===== config.mk =====
export PLATFORM = sky130hd
export DESIGN_NAME = clipped_alpha_blend_pixel_write_top
export DESIGN_NICKNAME = d
export VERILOG_FILES = /design/src/rtl/core/cabpw_pkg.sv /design/src/rtl/core/cabpw_regs.sv /design/src/rtl/core/cabpw_clip.sv /design/src/rtl/core/cabpw_mult.sv /design/src/rtl/core/cabpw_out.sv /design/src/rtl/core/clipped_alpha_blend_pixel_write_top.sv
export SDC_FILE = /design/constraint.sdc
export NUM_CORES = 2
export LEC_CHECK = 0
export BUFFER_PORTS_ARGS = -buffer_cell sky130_fd_sc_hd__buf_2
export CORE_UTILIZATION = 65
export CTS_BUF_LIST = sky130_fd_sc_hd__clkbuf_2
export DETAILED_ROUTE_END_ITERATION = 16
export PLACE_DENSITY = 0.86
export SYNTH_ARGS = -nofsm -noshare
export SYNTH_HDL_FRONTEND = slang
export SYNTH_SLANG_ARGS = --single-unit

===== constraint.sdc =====
create_clock -name clk_i -period 16.9 [get_ports clk_i]
set_input_delay 3.38 -clock clk_i [delete_from_list [all_inputs] [get_ports clk_i]]
set_output_delay 3.38 -clock clk_i [all_outputs]
set_load 0.01 [all_outputs]

===== src/rtl/core/cabpw_pkg.sv =====
// ----------------------------------------------------------------------------
// cabpw_pkg
// Shared types and constants for the clipped alpha-blend pixel writer.
// ----------------------------------------------------------------------------
package cabpw_pkg;

  localparam int unsigned CoordBits = 16;
  localparam int unsigned DimW      = 13;
  localparam int unsigned StrideW   = 14;
  localparam int unsigned AddrW     = 25;
  localparam int unsigned CmpW      = (CoordBits > DimW) ? CoordBits : DimW;
  localparam int unsigned YProdW    = DimW + StrideW;
  localparam int unsigned MixW      = 16;
  localparam int unsigned CfgAddrW  = 4;
  localparam int unsigned NumChan   = 3;
  localparam int unsigned AlphaLsb  = 24;

  localparam logic [7:0]         ChanMax      = 8'hFF;
  localparam logic [DimW-1:0]    WidthReset   = 13'd640;
  localparam logic [DimW-1:0]    HeightReset  = 13'd480;
  localparam logic [StrideW-1:0] StrideReset  = 14'd640;

  typedef enum logic [1:0] {
    RegWidth  = 2'd0,
    RegHeight = 2'd1,
    RegStride = 2'd2
  } cfg_reg_e;

  typedef struct packed {
    logic signed [CoordBits-1:0] pos_x;
    logic signed [CoordBits-1:0] pos_y;
    logic [31:0]                 src_argb;
    logic [31:0]                 dst_argb;
  } in_req_t;

  typedef struct packed {
    logic             write_enable;
    logic [AddrW-1:0] pixel_address;
    logic [31:0]      write_argb;
  } result_t;

  typedef struct packed {
    logic [DimW-1:0]    screen_width;
    logic [DimW-1:0]    screen_height;
    logic [StrideW-1:0] row_stride;
  } cfg_t;

  // after the clip stage
  typedef struct packed {
    logic            on_screen;
    logic            alpha_full;
    logic [DimW-1:0] x;
    logic [DimW-1:0] y;
    logic [31:0]     src;
    logic [31:0]     dst;
  } clip_t;

  // after the multiply stage
  typedef struct packed {
    logic                         on_screen;
    logic                         alpha_full;
    logic [DimW-1:0]              x;
    logic [YProdW-1:0]            y_prod;
    logic [31:0]                  src;
    logic [NumChan-1:0][MixW-1:0] mix;
  } mult_t;

endpackage


===== src/rtl/core/cabpw_regs.sv =====
// ----------------------------------------------------------------------------
// cabpw_regs
// APB register file holding screen width, height and row stride.
// ----------------------------------------------------------------------------
module cabpw_regs (
  input  logic                          clk_i,
  input  logic                          rst_ni,
  input  logic                          psel,
  input  logic                          penable,
  input  logic                          pwrite,
  input  logic [cabpw_pkg::CfgAddrW-1:0] paddr,
  input  logic [31:0]                   pwdata,
  output logic [31:0]                   prdata,
  output logic                          pready,
  output cabpw_pkg::cfg_t               cfg_o
);

  cabpw_pkg::cfg_t cfg_d, cfg_q;
  logic            wr_en;
  logic [1:0]      reg_idx;

  assign pready  = 1'b1;
  assign wr_en   = psel && penable && pwrite;
  assign reg_idx = paddr[3:2];

  always_comb begin
    cfg_d = cfg_q;
    if (wr_en) begin
      unique case (reg_idx)
        cabpw_pkg::RegWidth:  cfg_d.screen_width  = pwdata[cabpw_pkg::DimW-1:0];
        cabpw_pkg::RegHeight: cfg_d.screen_height = pwdata[cabpw_pkg::DimW-1:0];
        cabpw_pkg::RegStride: cfg_d.row_stride    = pwdata[cabpw_pkg::StrideW-1:0];
        default: ;
      endcase
    end
  end

  always_comb begin
    unique case (reg_idx)
      cabpw_pkg::RegWidth:  prdata = 32'(cfg_q.screen_width);
      cabpw_pkg::RegHeight: prdata = 32'(cfg_q.screen_height);
      cabpw_pkg::RegStride: prdata = 32'(cfg_q.row_stride);
      default:              prdata = 32'd0;
    endcase
  end

  always_ff @(posedge clk_i or negedge rst_ni) begin
    if (!rst_ni) begin
      cfg_q.screen_width  <= cabpw_pkg::WidthReset;
      cfg_q.screen_height <= cabpw_pkg::HeightReset;
      cfg_q.row_stride    <= cabpw_pkg::StrideReset;
    end else begin
      cfg_q <= cfg_d;
    end
  end

  assign cfg_o = cfg_q;

endmodule


===== src/rtl/core/cabpw_clip.sv =====
// ----------------------------------------------------------------------------
// cabpw_clip
// Stage one: clip test against the screen and alpha check.
// ----------------------------------------------------------------------------
module cabpw_clip (
  input  logic                 clk_i,
  input  logic                 rst_ni,
  input  logic                 valid_i,
  input  cabpw_pkg::in_req_t   req_i,
  input  cabpw_pkg::cfg_t      cfg_i,
  output logic                 valid_o,
  output cabpw_pkg::clip_t     clip_o
);

  logic [cabpw_pkg::CmpW-1:0] x_ext, y_ext;
  logic                       valid_d, valid_q;
  cabpw_pkg::clip_t           clip_d, clip_q;

  always_comb begin
    x_ext = cabpw_pkg::CmpW'($unsigned(req_i.pos_x));
    y_ext = cabpw_pkg::CmpW'($unsigned(req_i.pos_y));
    clip_d.on_screen = !req_i.pos_x[cabpw_pkg::CoordBits-1] &&
                       !req_i.pos_y[cabpw_pkg::CoordBits-1] &&
                       (x_ext < cabpw_pkg::CmpW'(cfg_i.screen_width)) &&
                       (y_ext < cabpw_pkg::CmpW'(cfg_i.screen_height));
    clip_d.alpha_full = (req_i.src_argb[31:cabpw_pkg::AlphaLsb] == cabpw_pkg::ChanMax);
    clip_d.x   = x_ext[cabpw_pkg::DimW-1:0];
    clip_d.y   = y_ext[cabpw_pkg::DimW-1:0];
    clip_d.src = req_i.src_argb;
    clip_d.dst = req_i.dst_argb;
    valid_d    = valid_i;
  end

  always_ff @(posedge clk_i or negedge rst_ni) begin
    if (!rst_ni) begin
      valid_q <= 1'b0;
    end else begin
      valid_q <= valid_d;
    end
  end

  always_ff @(posedge clk_i) begin
    clip_q <= clip_d;
  end

  assign valid_o = valid_q;
  assign clip_o  = clip_q;

endmodule


===== src/rtl/core/cabpw_mult.sv =====
// ----------------------------------------------------------------------------
// cabpw_mult
// Stage two: row offset product and weighted channel sums.
// ----------------------------------------------------------------------------
module cabpw_mult (
  input  logic                 clk_i,
  input  logic                 rst_ni,
  input  logic                 valid_i,
  input  cabpw_pkg::clip_t     clip_i,
  input  cabpw_pkg::cfg_t      cfg_i,
  output logic                 valid_o,
  output cabpw_pkg::mult_t     mult_o
);

  logic [cabpw_pkg::MixW-1:0] alpha, alpha_inv;
  logic                       valid_q;
  cabpw_pkg::mult_t           mult_d, mult_q;

  always_comb begin
    alpha     = cabpw_pkg::MixW'(clip_i.src[31:cabpw_pkg::AlphaLsb]);
    alpha_inv = cabpw_pkg::MixW'(cabpw_pkg::ChanMax - clip_i.src[31:cabpw_pkg::AlphaLsb]);
    mult_d.on_screen  = clip_i.on_screen;
    mult_d.alpha_full = clip_i.alpha_full;
    mult_d.x          = clip_i.x;
    mult_d.src        = clip_i.src;
    mult_d.y_prod     = cabpw_pkg::YProdW'(clip_i.y) * cabpw_pkg::YProdW'(cfg_i.row_stride);
    // sum stays at or below 255*255
    for (int c = 0; c < cabpw_pkg::NumChan; c++) begin
      mult_d.mix[c] = cabpw_pkg::MixW'(clip_i.src[8*c +: 8]) * alpha +
                      cabpw_pkg::MixW'(clip_i.dst[8*c +: 8]) * alpha_inv;
    end
  end

  always_ff @(posedge clk_i or negedge rst_ni) begin
    if (!rst_ni) begin
      valid_q <= 1'b0;
    end else begin
      valid_q <= valid_i;
    end
  end

  always_ff @(posedge clk_i) begin
    mult_q <= mult_d;
  end

  assign valid_o = valid_q;
  assign mult_o  = mult_q;

endmodule


===== src/rtl/core/cabpw_out.sv =====
// ----------------------------------------------------------------------------
// cabpw_out
// Stage three: address sum, divide by 255 and result register.
// ----------------------------------------------------------------------------
module cabpw_out (
  input  logic                 clk_i,
  input  logic                 rst_ni,
  input  logic                 valid_i,
  input  cabpw_pkg::mult_t     mult_i,
  output logic                 valid_o,
  output cabpw_pkg::result_t   result_o
);

  logic [cabpw_pkg::YProdW:0]                  addr_sum;
  logic [cabpw_pkg::NumChan-1:0][cabpw_pkg::MixW:0] div_tmp;
  logic [23:0]                                 rgb;
  logic                                        valid_q;
  cabpw_pkg::result_t                          result_d, result_q;

  always_comb begin
    addr_sum = (cabpw_pkg::YProdW+1)'(mult_i.y_prod) + (cabpw_pkg::YProdW+1)'(mult_i.x);
    // n/255 as (n + (n>>8) + 1) >> 8, exact over the blend range
    for (int c = 0; c < cabpw_pkg::NumChan; c++) begin
      div_tmp[c] = (cabpw_pkg::MixW+1)'(mult_i.mix[c]) +
                   (cabpw_pkg::MixW+1)'(mult_i.mix[c][cabpw_pkg::MixW-1:8]) +
                   (cabpw_pkg::MixW+1)'(1);
      rgb[8*c +: 8] = div_tmp[c][15:8];
    end
    result_d.write_enable  = mult_i.on_screen;
    result_d.pixel_address = '0;
    result_d.write_argb    = '0;
    if (mult_i.on_screen) begin
      result_d.pixel_address = addr_sum[cabpw_pkg::AddrW-1:0];
      result_d.write_argb    = mult_i.alpha_full ? mult_i.src : {8'h00, rgb};
    end
  end

  always_ff @(posedge clk_i or negedge rst_ni) begin
    if (!rst_ni) begin
      valid_q <= 1'b0;
    end else begin
      valid_q <= valid_i;
    end
  end

  always_ff @(posedge clk_i) begin
    result_q <= result_d;
  end

  assign valid_o  = valid_q;
  assign result_o = result_q;

endmodule


===== src/rtl/core/clipped_alpha_blend_pixel_write_top.sv =====
// ----------------------------------------------------------------------------
// clipped_alpha_blend_pixel_write_top
// Clips a pixel to the screen, blends ARGB8888 source over destination and
// forms the frame store write address.
// ----------------------------------------------------------------------------
// channel   | ports                                      | handshake
// request   | start_i, busy_o, in_req_i                  | taken when start_i && !busy_o
// result    | result_valid_o, result_o                   | one-cycle strobe, no stall
// config    | psel, penable, pwrite, paddr, pwdata,      | APB, pready tied high
//           | prdata, pready                             |
//
// one request per cycle; each result passes the clip, multiply and output registers in turn
// stages: clip test, multiplies (y*stride and channel weights), add and /255
// busy_o stays low since the result side never stalls
// reset clears pipeline valid bits and loads the default screen geometry
// ----------------------------------------------------------------------------
module clipped_alpha_blend_pixel_write_top (
  input  logic                           clk_i,
  input  logic                           rst_ni,
  input  logic                           start_i,
  output logic                           busy_o,
  input  cabpw_pkg::in_req_t             in_req_i,
  output logic                           result_valid_o,
  output cabpw_pkg::result_t             result_o,
  input  logic                           psel,
  input  logic                           penable,
  input  logic                           pwrite,
  input  logic [cabpw_pkg::CfgAddrW-1:0] paddr,
  input  logic [31:0]                    pwdata,
  output logic [31:0]                    prdata,
  output logic                           pready
);

  cabpw_pkg::cfg_t  cfg;
  cabpw_pkg::clip_t clip;
  cabpw_pkg::mult_t mult;
  logic             clip_valid, mult_valid;

  assign busy_o = 1'b0;

  cabpw_regs u_regs (
    .clk_i   (clk_i),
    .rst_ni  (rst_ni),
    .psel    (psel),
    .penable (penable),
    .pwrite  (pwrite),
    .paddr   (paddr),
    .pwdata  (pwdata),
    .prdata  (prdata),
    .pready  (pready),
    .cfg_o   (cfg)
  );

  cabpw_clip u_clip (
    .clk_i   (clk_i),
    .rst_ni  (rst_ni),
    .valid_i (start_i && !busy_o),
    .req_i   (in_req_i),
    .cfg_i   (cfg),
    .valid_o (clip_valid),
    .clip_o  (clip)
  );

  cabpw_mult u_mult (
    .clk_i   (clk_i),
    .rst_ni  (rst_ni),
    .valid_i (clip_valid),
    .clip_i  (clip),
    .cfg_i   (cfg),
    .valid_o (mult_valid),
    .mult_o  (mult)
  );

  cabpw_out u_out (
    .clk_i    (clk_i),
    .rst_ni   (rst_ni),
    .valid_i  (mult_valid),
    .mult_i   (mult),
    .valid_o  (result_valid_o),
    .result_o (result_o)
  );

endmodule


==> results.md <==
- Crit-path max FO: 17
- Peak VDD IR: 234 uV
- Root Buffer: clkbuf_2
- Mapped Cells: about 3000
- Final hold viol count: 0
- Die area: 0.0452 mm^2
- Slew margin rel.: 0.256
- Number of global-route vias before repair: around 23000
- Yosys top cell area share: 0.292
- IO Pins: 231
- Placer congestion estimate: 0.962
- Largest net degree at the start of global routing: 50
- CTS tree: yes
- Post-DRT Antenna Nets: 0
- Post-DP HPWL: 51.4 mm
- Post-synth top flop: dfxtp_1
- Crit Path Class: input port to output port
- Startpoint types: input port
- Worst hold path startpoint: u_clip.clip_o[88]$_DFF_P_
- Setup Viol. Count Final: 0
- Reg2Reg Depth: 18
- Synth top area cells: fa_1 (29%), dfxtp_1 (18%), ha_1 (13%), inv_1 (8.3%), and2_1 (4.1%)
- Fin. max-slew vios: 0
- Setup TNS: 0 ns
- DR vias: 21000
- Reg2reg start: u_clip.clip_o[57]$_DFF_P_
- Status: finished clean
- DR iter-0 viols: between 1500 and 2000
- Sequential power share: 0.160
- Clock Latency Late Sink: between 1 and 1.5 ns
- Die W: 212 um
- Peak Freq: 118 MHz
- Syn_area_per_cell: 9.59 um^2
- Number of synthesized flops with an enable pin: 0
- Tmin final: between 8 and 9 ns
- Clock power frac: 0.081
- Yosys warning count: 0
- NumNets Final: around 4100
- Fin crit share: 0.502
- Post_cts resized: 0
- Wire per inst: 17.4 um
- Routed wire length: 66.9 mm
- PortBufs: 182
- Worst Tran Pin Value: 1.11 ns
- Core ar.: 0.0434 mm^2
- PnR Total Power: 6.79 mW
- Setup repair bufs after CTS: 0
- Syn-to-layout area delta: 7.45%
- FILL cells: 3107
- Initial antenna violation count: 6
- Cell accounting for the most synthesized area: fa_1
- Sequential area share after synthesis: 0.220
- Clk slew on worst S/H paths: 0.08 ns
- Sw frac: 0.492
- Power Dens Cells: 219 mW/mm^2
- Comb power frac: 0.759
- Asr flop ratio synth: 0.141
- Htree depth: 3
- Global route overflow: 0
- Post-synth cell types: 65
- TritonCTS sink count: between 300 and 400
- Commonest cells after routing, fill and taps aside: inv_1 (638), fa_1 (420), ha_1 (307)
- NetSw: 3.34 mW
- Starting density of the core: 0.664
- RSZ-0062 raised after global routing: false
- Worst Setup End Kind: output port
- Die height: 212 um
- Number of max-cap violations: 0
- Share of cells above drive strength 1: 0.117
- Clk_skew: roughly 0.09 ns
- Hold_buf cts: 0
- CTS Buf Count: 81
- Core Util, Final: 0.714
- Crit path launch: paddr[3]
- Critical path required time: 13.52 ns
- Leak Pwr: 15.9 nW
- WP data arrival: between 5 and 6 ns
- First-pass GRT wire length: 111 mm
- Syn Std Cell Area: slightly below 0.03 mm^2
- Vias per inst: 5.47
- DR pass1 iterations: 5
- Drc violations: 0
- Int Pwr: 3.45 mW
- # rows: 76
- Commonest non-fill, non-tap cell in the layout: inv_1
- CTS max path bufs: 3
- Fin Hold WS: 0.332 ns
- All-Layer GR Usage: 0.315
- Synthesized flop and latch total: 305
- Worst Hold Class: flop to flop
- Worst Hold Depth: 0
critical path: stages:
cell	delay [ns]
buf_2	0.30
nor2b_1	0.93
nand2_1	0.11
o21ai_0	0.16
buf_2	0.22
stage by stage:
| stage | instances | worst slack, ns | cell area [um^2] |
|---|---|---|---|
| after global routing | 3842 | 8.29 | 30900 |
| after CTS | 3841 | 8.47 | 30900 |
| after detailed placement | 3698 | 8.48 | 30200 |
| final | 3843 | 8.42 | 30900 |
| after floorplan | 3025 | 8.96 | 28900 |
| after global placement | 3698 | 8.50 | 30200 |
layout make-up:
class                      instances  area [um^2]  area share
antenna                            2         5.00    0.000162
clock buffer                     110          551      0.0178
clock inverter                    33          239     0.00772
inverter                         639         2400      0.0775
multi-input combinational       1974        19700       0.636
sequential                       305         6330       0.205
tap                              585          732      0.0237
timing repair buffer             195         1010      0.0326
final timing paths:
check | endpoint | slack (ns)
max | prdata[7] | 8.42
min | u_mult.mult_o[118]$_DFF_P_ | 0.33
max reg2reg | u_mult.mult_o[47]$_DFF_P_ | 10.69
min reg2reg | u_mult.mult_o[118]$_DFF_P_ | 0.33
max in group asynchronous | u_out.valid_o$_DFF_PN0_ | 13.81
min in group asynchronous | u_regs.cfg_o[29]$_DFFE_PN0P_ | 2.44
layer usage:
metal,share of wire,vias to the layer above,track usage
li1,-,9557,-
met1,0.39,10400,0.389
met2,0.48,872,0.525
met3,0.089,222,0.0775
met4,0.037,8,0.138
met5,0.00088,-,0
state kept, by name, summed over array words and instances, names as in the netlist:
register	count
u_mult.mult_o	120
u_out.result_o	58
u_clip.valid_o	1
u_mult.valid_o	1
u_clip.clip_o	84
u_out.valid_o	1
u_regs.cfg_o	40
cells by family after synthesis:
family          synth area share
other cells             0.000261
xor+xnor                  0.0313
simple gates               0.146
fa+ha+maj                  0.425
compound gates            0.0605
mux                       0.0166
flops                      0.220
buf+inv                   0.0999
power by group through the flow:
| stage | logic, mW | clock network [mW] | registers [mW] |
|---|---|---|---|
| CTS | 5.11 | 0.572 | 1.08 |
| global placement | 4.79 | 0 | 1.09 |
| floorplan | 4.03 | 0 | 1.02 |
| global route | 5.87 | 0.609 | 1.10 |
| finish | 5.15 | 0.552 | 1.09 |
| detailed placement | 5.05 | 0 | 1.10 |
cells in the mapped netlist, drive strengths merged, types with 3 or more instances:
cell	n
clkbuf	81
nand4	11
or3	9
nor2b	149
o21ai	90
o21a	15
a2111oi	3
xor2	26
o211ai	4
fa	420
a211o	4
nor4	7
o311ai	3
a21oi	83
nor2	58
inv	638
buf	26
and2	190
o41ai	3
o31ai	6
nand2	242
dfrtp	35
dfstp	8
nand3	17
ha	307
a211oi	15
nor3	16
or4	5
mux2i	13
or2	5
a21o	28
o21bai	7
xnor2	77
dfxtp	262
and3	15
a31oi	7
nand2b	64
mux2	31
(Power assumes the default switching activity.)
